[src/hdl/tep_pkg.sv]
package tep_pkg;

	// Default sizes of the parser
	localparam int unsigned MAX_ENTRIES_DEF = 1024;
	localparam int unsigned HASH_BYTES_DEF  = 32;
	localparam int unsigned NAME_LIMIT_DEF  = 256;

	// Fixed field widths
	localparam int unsigned BYTE_W      = 8;
	localparam int unsigned MODE_W      = 32;
	localparam int unsigned COUNT_OUT_W = 11;
	localparam int unsigned MODE_CNT_W  = 5;
	localparam int unsigned IN_DATA_W   = 8;
	localparam int unsigned OUT_DATA_W  = 56;

	// Mode field may hold at most this many bytes minus one
	localparam logic [MODE_CNT_W-1:0] MODE_FIELD_LIMIT = 5'd16;

	// Characters of interest
	localparam logic [BYTE_W-1:0] CHAR_SPACE = 8'h20;
	localparam logic [BYTE_W-1:0] CHAR_NUL   = 8'h00;
	localparam logic [BYTE_W-1:0] CHAR_PLUS  = 8'h2B;
	localparam logic [BYTE_W-1:0] CHAR_MINUS = 8'h2D;
	localparam logic [BYTE_W-1:0] CHAR_ZERO  = 8'h30;
	localparam logic [BYTE_W-1:0] CHAR_SEVEN = 8'h37;
	localparam logic [BYTE_W-1:0] CHAR_TAB   = 8'h09;
	localparam logic [BYTE_W-1:0] CHAR_CR    = 8'h0D;

	// Mode scanner stage
	typedef enum logic [1:0] {
		SCAN_SKIP   = 2'd0,
		SCAN_DIGITS = 2'd1,
		SCAN_STOP   = 2'd2
	} scan_t;

	// Result kind
	typedef enum logic [1:0] {
		KIND_SILENT = 2'd0,
		KIND_NAME   = 2'd1,
		KIND_HASH   = 2'd2,
		KIND_END    = 2'd3
	} kind_t;

	// Mode scanner state
	typedef struct packed {
		scan_t              stage;
		logic               neg;
		logic [MODE_W-1:0]  acc;
	} mode_scan_t;

	// One result item
	typedef struct packed {
		kind_t                   kind;
		logic [BYTE_W-1:0]       byte_out;
		logic                    entry_done;
		logic [MODE_W-1:0]       entry_mode;
		logic                    parse_status;
		logic [COUNT_OUT_W-1:0]  entries_parsed;
	} result_t;

endpackage

[src/hdl/tep_mode_scan.sv]
module tep_mode_scan (
	input  tep_pkg::mode_scan_t        cur,
	input  logic [tep_pkg::BYTE_W-1:0] data_byte,
	output tep_pkg::mode_scan_t        nxt
);

	logic is_ws;
	logic is_digit;

	assign is_ws    = (data_byte >= tep_pkg::CHAR_TAB) && (data_byte <= tep_pkg::CHAR_CR);
	assign is_digit = (data_byte >= tep_pkg::CHAR_ZERO) && (data_byte <= tep_pkg::CHAR_SEVEN);

	// strtol-style base 8 scan, one byte per step
	always_comb begin
		nxt = cur;
		priority if (cur.stage == tep_pkg::SCAN_SKIP && is_ws) begin
			nxt = cur;
		end else if (cur.stage == tep_pkg::SCAN_SKIP && data_byte == tep_pkg::CHAR_PLUS) begin
			nxt.stage = tep_pkg::SCAN_DIGITS;
		end else if (cur.stage == tep_pkg::SCAN_SKIP && data_byte == tep_pkg::CHAR_MINUS) begin
			nxt.neg   = 1'b1;
			nxt.stage = tep_pkg::SCAN_DIGITS;
		end else if (cur.stage != tep_pkg::SCAN_STOP && is_digit) begin
			// digit value is the low three bits of '0'..'7'
			nxt.acc   = {cur.acc[tep_pkg::MODE_W-4:0], data_byte[2:0]};
			nxt.stage = tep_pkg::SCAN_DIGITS;
		end else begin
			nxt.stage = tep_pkg::SCAN_STOP;
		end
	end

endmodule

[src/hdl/tep_parser.sv]
module tep_parser #(
	parameter int unsigned MAX_ENTRIES = tep_pkg::MAX_ENTRIES_DEF,
	parameter int unsigned HASH_BYTES  = tep_pkg::HASH_BYTES_DEF,
	parameter int unsigned NAME_LIMIT  = tep_pkg::NAME_LIMIT_DEF
) (
	input  logic                       clk,
	input  logic                       arst_n,
	input  logic                       step,
	input  logic                       action,
	input  logic [tep_pkg::BYTE_W-1:0] data_byte,
	output tep_pkg::result_t           res
);

	localparam int unsigned CNT_W  = $clog2(MAX_ENTRIES + 1);
	localparam int unsigned NAME_W = $clog2(NAME_LIMIT + 1);
	localparam int unsigned HASH_W = $clog2(HASH_BYTES + 1);
	localparam int unsigned EXT_W  = CNT_W + tep_pkg::COUNT_OUT_W;

	typedef enum logic [1:0] {
		PH_MODE = 2'd0,
		PH_NAME = 2'd1,
		PH_HASH = 2'd2
	} phase_t;

	phase_t                          phase_q, phase_d;
	logic [tep_pkg::MODE_CNT_W-1:0]  mode_cnt_q, mode_cnt_d, mode_inc;
	tep_pkg::mode_scan_t             scan_q, scan_d, scan_nxt;
	logic [NAME_W-1:0]               name_cnt_q, name_cnt_d, name_inc;
	logic [HASH_W-1:0]               hash_idx_q, hash_idx_d, hash_inc;
	logic [CNT_W-1:0]                entry_cnt_q, entry_cnt_d, entry_inc, cnt_show;
	logic [EXT_W-1:0]                cnt_ext;
	logic                            error_q, error_d;
	logic                            below_max;
	logic                            mid_entry;

	tep_mode_scan u_scan (
		.cur       (scan_q),
		.data_byte (data_byte),
		.nxt       (scan_nxt)
	);

	assign mode_inc  = mode_cnt_q + 1'b1;
	assign name_inc  = name_cnt_q + 1'b1;
	assign hash_inc  = hash_idx_q + 1'b1;
	assign entry_inc = entry_cnt_q + 1'b1;
	assign below_max = entry_cnt_q < CNT_W'(MAX_ENTRIES);
	assign mid_entry = (phase_q != PH_MODE) || (mode_cnt_q != '0);
	assign cnt_ext   = {{tep_pkg::COUNT_OUT_W{1'b0}}, cnt_show};

	// Next state and result for the item in the input register
	always_comb begin
		phase_d     = phase_q;
		mode_cnt_d  = mode_cnt_q;
		scan_d      = scan_q;
		name_cnt_d  = name_cnt_q;
		hash_idx_d  = hash_idx_q;
		entry_cnt_d = entry_cnt_q;
		error_d     = error_q;
		cnt_show    = entry_cnt_q;
		res         = '0;
		res.kind    = tep_pkg::KIND_SILENT;

		if (action) begin
			// end of buffer: report, then back to reset state
			res.kind         = tep_pkg::KIND_END;
			res.parse_status = error_q | (below_max & mid_entry);
			phase_d          = PH_MODE;
			mode_cnt_d       = '0;
			scan_d           = '0;
			scan_d.stage     = tep_pkg::SCAN_SKIP;
			name_cnt_d       = '0;
			hash_idx_d       = '0;
			entry_cnt_d      = '0;
			error_d          = 1'b0;
		end else if (!error_q && below_max) begin
			unique case (phase_q)
				PH_MODE: begin
					if (data_byte == tep_pkg::CHAR_SPACE) begin
						phase_d = PH_NAME;
					end else begin
						mode_cnt_d = mode_inc;
						if (mode_inc >= tep_pkg::MODE_FIELD_LIMIT) begin
							error_d = 1'b1;
						end else begin
							scan_d = scan_nxt;
						end
					end
				end
				PH_NAME: begin
					if (data_byte == tep_pkg::CHAR_NUL) begin
						phase_d = PH_HASH;
					end else begin
						name_cnt_d = name_inc;
						if (name_inc == NAME_W'(NAME_LIMIT)) begin
							error_d = 1'b1;
						end else begin
							res.kind     = tep_pkg::KIND_NAME;
							res.byte_out = data_byte;
						end
					end
				end
				PH_HASH: begin
					res.kind     = tep_pkg::KIND_HASH;
					res.byte_out = data_byte;
					hash_idx_d   = hash_inc;
					if (hash_inc == HASH_W'(HASH_BYTES)) begin
						// last hash byte closes the entry
						entry_cnt_d    = entry_inc;
						cnt_show       = entry_inc;
						res.entry_done = 1'b1;
						res.entry_mode = scan_q.neg ? (tep_pkg::MODE_W'(0) - scan_q.acc)
						                            : scan_q.acc;
						phase_d        = PH_MODE;
						mode_cnt_d     = '0;
						scan_d         = '0;
						scan_d.stage   = tep_pkg::SCAN_SKIP;
						name_cnt_d     = '0;
						hash_idx_d     = '0;
					end
				end
				default: begin
					phase_d = PH_MODE;
				end
			endcase
		end

		if (action || res.entry_done) begin
			res.entries_parsed = cnt_ext[tep_pkg::COUNT_OUT_W-1:0];
		end
	end

	// Parser state
	always_ff @(posedge clk or negedge arst_n) begin
		if (!arst_n) begin
			phase_q      <= PH_MODE;
			mode_cnt_q   <= '0;
			scan_q       <= '0;
			name_cnt_q   <= '0;
			hash_idx_q   <= '0;
			entry_cnt_q  <= '0;
			error_q      <= 1'b0;
		end else if (step) begin
			phase_q      <= phase_d;
			mode_cnt_q   <= mode_cnt_d;
			scan_q       <= scan_d;
			name_cnt_q   <= name_cnt_d;
			hash_idx_q   <= hash_idx_d;
			entry_cnt_q  <= entry_cnt_d;
			error_q      <= error_d;
		end
	end

	// End report leaves the parser in its reset state
	a_end_clears: assert property (@(posedge clk) disable iff (!arst_n)
		(step && action) |=> (entry_cnt_q == '0 && !error_q && phase_q == PH_MODE
		                      && mode_cnt_q == '0))
		else $error("parser state not cleared after end report");

	// Error holds until an end item
	a_error_sticky: assert property (@(posedge clk) disable iff (!arst_n)
		(error_q && !(step && action)) |=> error_q)
		else $error("error flag dropped without end report");

	// Entry count never passes its limit
	a_cnt_limit: assert property (@(posedge clk) disable iff (!arst_n)
		entry_cnt_q <= CNT_W'(MAX_ENTRIES))
		else $error("entry count beyond limit");

	// Hash index wraps before reaching the hash length
	a_hash_range: assert property (@(posedge clk) disable iff (!arst_n)
		hash_idx_q < HASH_W'(HASH_BYTES))
		else $error("hash index out of range");

	// Entry close only comes out of the hash phase
	a_done_in_hash: assert property (@(posedge clk) disable iff (!arst_n)
		(step && res.entry_done) |-> (phase_q == PH_HASH && !error_q))
		else $error("entry closed outside hash phase");

endmodule

[src/hdl/tree_object_entry_parser_top.sv]
// Flow: input register, then parse logic, then result register driving m_tdata.
//   The parse state update of one byte sets the clock path.
// Throughput: one item per cycle while m_tready does not stall the output.
// Reset: arst_n clears both stage valid flags and the parse state (mode field, counts zero,
//   no error); payload registers are not reset.
module tree_object_entry_parser_top #(
	parameter int unsigned MAX_ENTRIES = tep_pkg::MAX_ENTRIES_DEF,
	parameter int unsigned HASH_BYTES  = tep_pkg::HASH_BYTES_DEF,
	parameter int unsigned NAME_LIMIT  = tep_pkg::NAME_LIMIT_DEF
) (
	input  logic                            clk,
	input  logic                            arst_n,
	input  logic                            s_tvalid,
	output logic                            s_tready,
	input  logic [tep_pkg::IN_DATA_W-1:0]   s_tdata,   // [7:0] data_byte
	input  logic                            s_tuser,   // [0] action
	output logic                            m_tvalid,
	input  logic                            m_tready,
	output logic [tep_pkg::OUT_DATA_W-1:0]  m_tdata,   // [7:0] byte_out, [39:8] entry_mode,
	                                                   // [40] parse_status,
	                                                   // [51:41] entries_parsed, [55:52] zero
	output logic                            m_tlast,   // entry_done
	output logic [1:0]                      m_tuser    // [1:0] kind
);

	logic                        valid_s1;
	logic                        action_s1;
	logic [tep_pkg::BYTE_W-1:0]  byte_s1;
	logic                        valid_s2;
	tep_pkg::result_t            res_s2;
	tep_pkg::result_t            res;
	logic                        out_free;
	logic                        step;

	assign out_free = !valid_s2 || m_tready;
	assign step     = valid_s1 && out_free;
	assign s_tready = !valid_s1 || out_free;

	// Stage valid flags
	always_ff @(posedge clk or negedge arst_n) begin
		if (!arst_n) begin
			valid_s1 <= 1'b0;
			valid_s2 <= 1'b0;
		end else begin
			if (s_tready) begin
				valid_s1 <= s_tvalid;
			end
			if (out_free) begin
				valid_s2 <= valid_s1;
			end
		end
	end

	// Input and result payload registers
	always_ff @(posedge clk) begin
		if (s_tvalid && s_tready) begin
			action_s1 <= s_tuser;
			byte_s1   <= s_tdata[tep_pkg::BYTE_W-1:0];
		end
		if (step) begin
			res_s2 <= res;
		end
	end

	tep_parser #(
		.MAX_ENTRIES (MAX_ENTRIES),
		.HASH_BYTES  (HASH_BYTES),
		.NAME_LIMIT  (NAME_LIMIT)
	) u_parser (
		.clk       (clk),
		.arst_n    (arst_n),
		.step      (step),
		.action    (action_s1),
		.data_byte (byte_s1),
		.res       (res)
	);

	// Output packing
	assign m_tvalid = valid_s2;
	assign m_tlast  = res_s2.entry_done;
	assign m_tuser  = res_s2.kind;
	assign m_tdata  = {4'b0000, res_s2.entries_parsed, res_s2.parse_status,
	                   res_s2.entry_mode, res_s2.byte_out};

endmodule

[config.mk]
export PLATFORM = sky130hd
export DESIGN_NAME = tree_object_entry_parser_top
export DESIGN_NICKNAME = d
export VERILOG_FILES = /design/src/hdl/tep_pkg.sv /design/src/hdl/tep_mode_scan.sv /design/src/hdl/tep_parser.sv /design/src/hdl/tree_object_entry_parser_top.sv
export SDC_FILE = /design/constraint.sdc
export NUM_CORES = 1
export LEC_CHECK = 0
export ABC_AREA = 1
export BUFFER_PORTS_ARGS = -buffer_cell sky130_fd_sc_hd__buf_2
export CORE_AREA = 2 2 153 155
export DETAILED_ROUTE_END_ITERATION = 6
export DIE_AREA = 0 0 155 157
export PLACE_DENSITY = 0.63
export SETUP_SLACK_MARGIN = 0.1
export SKIP_LAST_GASP = 1
export SLEW_MARGIN = 20
export SYNTH_ARGS = -nofsm -noshare
export SYNTH_HDL_FRONTEND = slang
export SYNTH_HIERARCHICAL = 1
export SYNTH_SLANG_ARGS = --single-unit
[constraint.sdc]
create_clock -name clk -period 6.7 [get_ports clk]
set_input_delay 0.67 -clock clk [delete_from_list [all_inputs] [get_ports clk]]
set_output_delay 0.67 -clock clk [all_outputs]
set_load 0.05 [all_outputs]
==> reports/metrics.yaml <==
pwr:
  p_comb_share_pct: 20.9
  p_clk_share_pct: 38.0
  ir_drop_mv: 0.1886
  intPower_mw: 1.586
  p_total_mw: 2.384
  cellLeakagePower_nw: 3.921
  p_per_area_nw_per_um2: 267.9
  switching_share_pct: 33.46
  p_sw_mw: 0.7977
  seqPwrFrac_pct: 41.2
setup_path:
  end_kind: "flip-flop"
  regToRegStartpoint: "m_tvalid"
  crit_path_frequent_cell: "buf_4"
  startpoint_type: "flip-flop"
  worstPathCellList: "a21oi_4, buf_4, inv_1, nor2_1, nand4_4, buf_4, nand2_1, o21ai_2"
  cp.arrival_ps: 3460
  crit_type: "reg2reg"
  cp_max_fo: 70
  cp-startpoint: "m_tvalid"
  max_stage_delay_ps: 570
  cp_data_required_time_ps: 6970
  cpMaxStageDelayCell: "buf_4"
placement:
  port_buffers: 69
  dpl_cell_area_um2: 8335
  gp_congestion: 0.8170
  dp_hpwl_um: 11390
cells_and_area:
  utilization_pct: 39.54
  fin_nets: 1042
  syn_to_final_growth_pct: 13.28
  fin_area_um2: 8899
  drive_gt1_share_pct: 18.74
  fill_cells: 2251
  n_antenna_cell: 0
die:
  die_w_um: 155
  fp-row-count: 55
  core_area_um2: 22500
  design.die.area_um2: 24340
  io_pins: 74
  die_h_um: 157
  initial_core_util_pct: 34.91
global_routing:
  grt_util_met1_pct: 21.16
  grt_pass1_wl_um: 29230
  grt_usage_pct: 14.91
  grt.busiest_layer: "met2"
  antenna_found_initial: 0
  met2_usage_pct: 22.81
  grt_util_met3_pct: 2.946
  grt_pass1_vias: 5978
  grt_max_degree: 72
  overflow: 0
clock_tree:
  cts.sinks: 135
  insertion_delay_ps: 420
  cts_root_buf: "clkbuf_16"
  cts_setup_buffers: 0
  cts_hold_buf: 0
  htreeDepth: 4
  clockBufferDepth: 2
  ctsResizeCount: 0
  clk_pin_slew_worst_paths_ps: 60
  cts_tree: "done"
  cts_made_buffers: 17
route:
  viasPerCell: 4.827
  num_vias: 6348
  avgRoutedWirePerCell_um: 12.91
  drc: 0
  drtIter0Drc: 471
  drtPass1Iterations: 5
  route.antenna.remaining_nets: 0
  finalWirelength_um: 16970
timing:
  rsz0062_at_grt: "false"
  hold_viol_final: 0
  relSlewSlack_pct: 35.44
  setup_viol: 0
  maxSlewViolCount: 0
  fin_crit_sh_pct: 47.53
  min_period_ps: 3185
  tightest_slew_ps: 968.4
  fmax_ghz: 0.3140
  fin_setup_tns_ps: 0
  fin_skew_ps: 8.608
outcome:
  status: "finished, final reports clean"
run:
  maxCapViolations: 0
hold_path:
  hold_path_class: "in2reg"
  worstHoldStart: "s_tdata[7]"
yosys:
  synthArstFlopShare_pct: 52.59
  ys.flop_type: "dfrtp_1"
  synth_cell_types: 41
  synth_seq_cells: 135
  synth_area_um2: 7855
  yosys_warnings: 6
  netlist_instances: 961
  yosysSeqAreaShare_pct: 47.09
  synth_edf_count: 64
  postSynthAreaPerCell_um2: 8.174
## layout make-up
class / instances / area, µm² / area share, %
flip-flops and latches: 135 / 3699 / 41.56
multi-input cells: 691 / 3528 / 39.65
clock buffers: 18 / 429.2 / 4.823
inverters: 100 / 376.6 / 4.232
repair buffers: 73 / 375.4 / 4.218
well taps: 285 / 356.6 / 4.007
clock inverters: 13 / 133.9 / 1.504
## critical path: cells and delay by family (launching register included)
family | cells | cell delay [ps]
AO/OA/AOI/OAI | 2 | 220
flip-flops | 1 | 440
buffers and inverters | 3 | 1510
AND/OR/NAND/NOR | 3 | 780
## per-layer routing
metal  wire (µm)  vias up
met2        7426      145
met3         720       16
met1        8588     2950
met4         236        0
li1            -     3237
met5           0        -
## power by group through the flow
stage	combinational [mW]	clock [mW]	sequential, mW
2_1_floorplan	0.328	0	1.08
3_3_place_gp	0.495	0	0.997
3_5_place_dp	0.503	0	0.997
4_1_cts	0.505	0.932	0.982
5_1_grt	0.558	0.968	0.991
6_report	0.498	0.905	0.981
## logic make-up (layout without fill, tap and decap cells)
group | Yosys count | after routing | share of synthesized area, %
adder cells (fa/ha/maj) | 11 | 11 | 1.752
AO/OA/AOI/OAI | 144 | 144 | 12.12
XOR/XNOR | 24 | 24 | 2.676
buffers and inverters | 138 | 204 | 8.283
AND/OR/NAND/NOR | 508 | 508 | 28.03
other | 1 | 4 | 0.04774
flip-flops | 135 | 135 | 47.08
## cell usage after synthesis (3+ instances only)
master    number  share of area, %
o21ai_0       33               2.1
nand4_1       25               2.0
inv_1         97               4.6
nor2_2         3              0.24
dfrtp_1       71                23
nand3_2        4              0.51
o21ai_1       17               1.1
clkbuf_1      12              0.57
xor2_1        23               2.6
nor2_1        91               4.3
or2_2          6              0.48
buf_4          5              0.48
nand2_2       11              0.88
edfxtp_1      64                24
buf_6         14               2.0
a21oi_1       27               1.7
nand3_1       38               2.4
o31ai_1        3              0.29
nor2_4         4              0.57
buf_2          6              0.38
nor3_1         9              0.57
nand2_1      311                15
o22ai_1        4              0.32
o21ai_2       54               6.0
ha_1          11               1.8
## path summary, 6_finish.rpt
path                                      endpoint  slack (ps)  depth (start not counted)
hold reg to reg             u_parser/name_cnt_q[1]         510                          2
setup reg to reg               u_parser/scan_q[31]        3520                          8
hold / removal                          byte_s1[7]         430                          1
setup / recovery               u_parser/scan_q[31]        3520                          8
min in group asynchronous  u_parser/entry_cnt_q[5]         470                          2
max in group asynchronous      u_parser/scan_q[28]        5590                          2
## stage by stage
stage	worst slack, ps	hold WS, ps	cells
4_1_cts	3382	403.9	1315
5_1_grt	3114	402.3	1315
6_report	3515	425.7	1315
3_5_place_dp	3041	503.3	1284
2_1_floorplan	1686	374.4	964
3_3_place_gp	3176	493.9	1284
## registers in the layout, summed over array words and instances (netlist names)
signal                flops
u_parser/error_q          1
m_tlast                   1
u_parser/hash_idx_q       6
u_parser/name_cnt_q       9
byte_s1                   8
valid_s1                  1
u_parser/scan_q          35
u_parser/entry_cnt_q     11
m_tuser                   2
action_s1                 1
u_parser/mode_cnt_q       5
m_tdata                  52
m_tvalid                  1
u_parser/phase_q          2
## cells in the final DEF, fill, tap and decap left out, types with 17 or more instances in the layout
cell       instances
nand3_1           38
o21ai_0           33
nor2_1            91
clkbuf_16         17
dfrtp_1           71
o21ai_1           17
a21oi_1           26
nand2_1          311
inv_1             97
buf_2             69
o21ai_2           54
nand4_1           25
edfxtp_1          64
xor2_1            23
No activity file was read; power rests on OpenSTA's default activity.
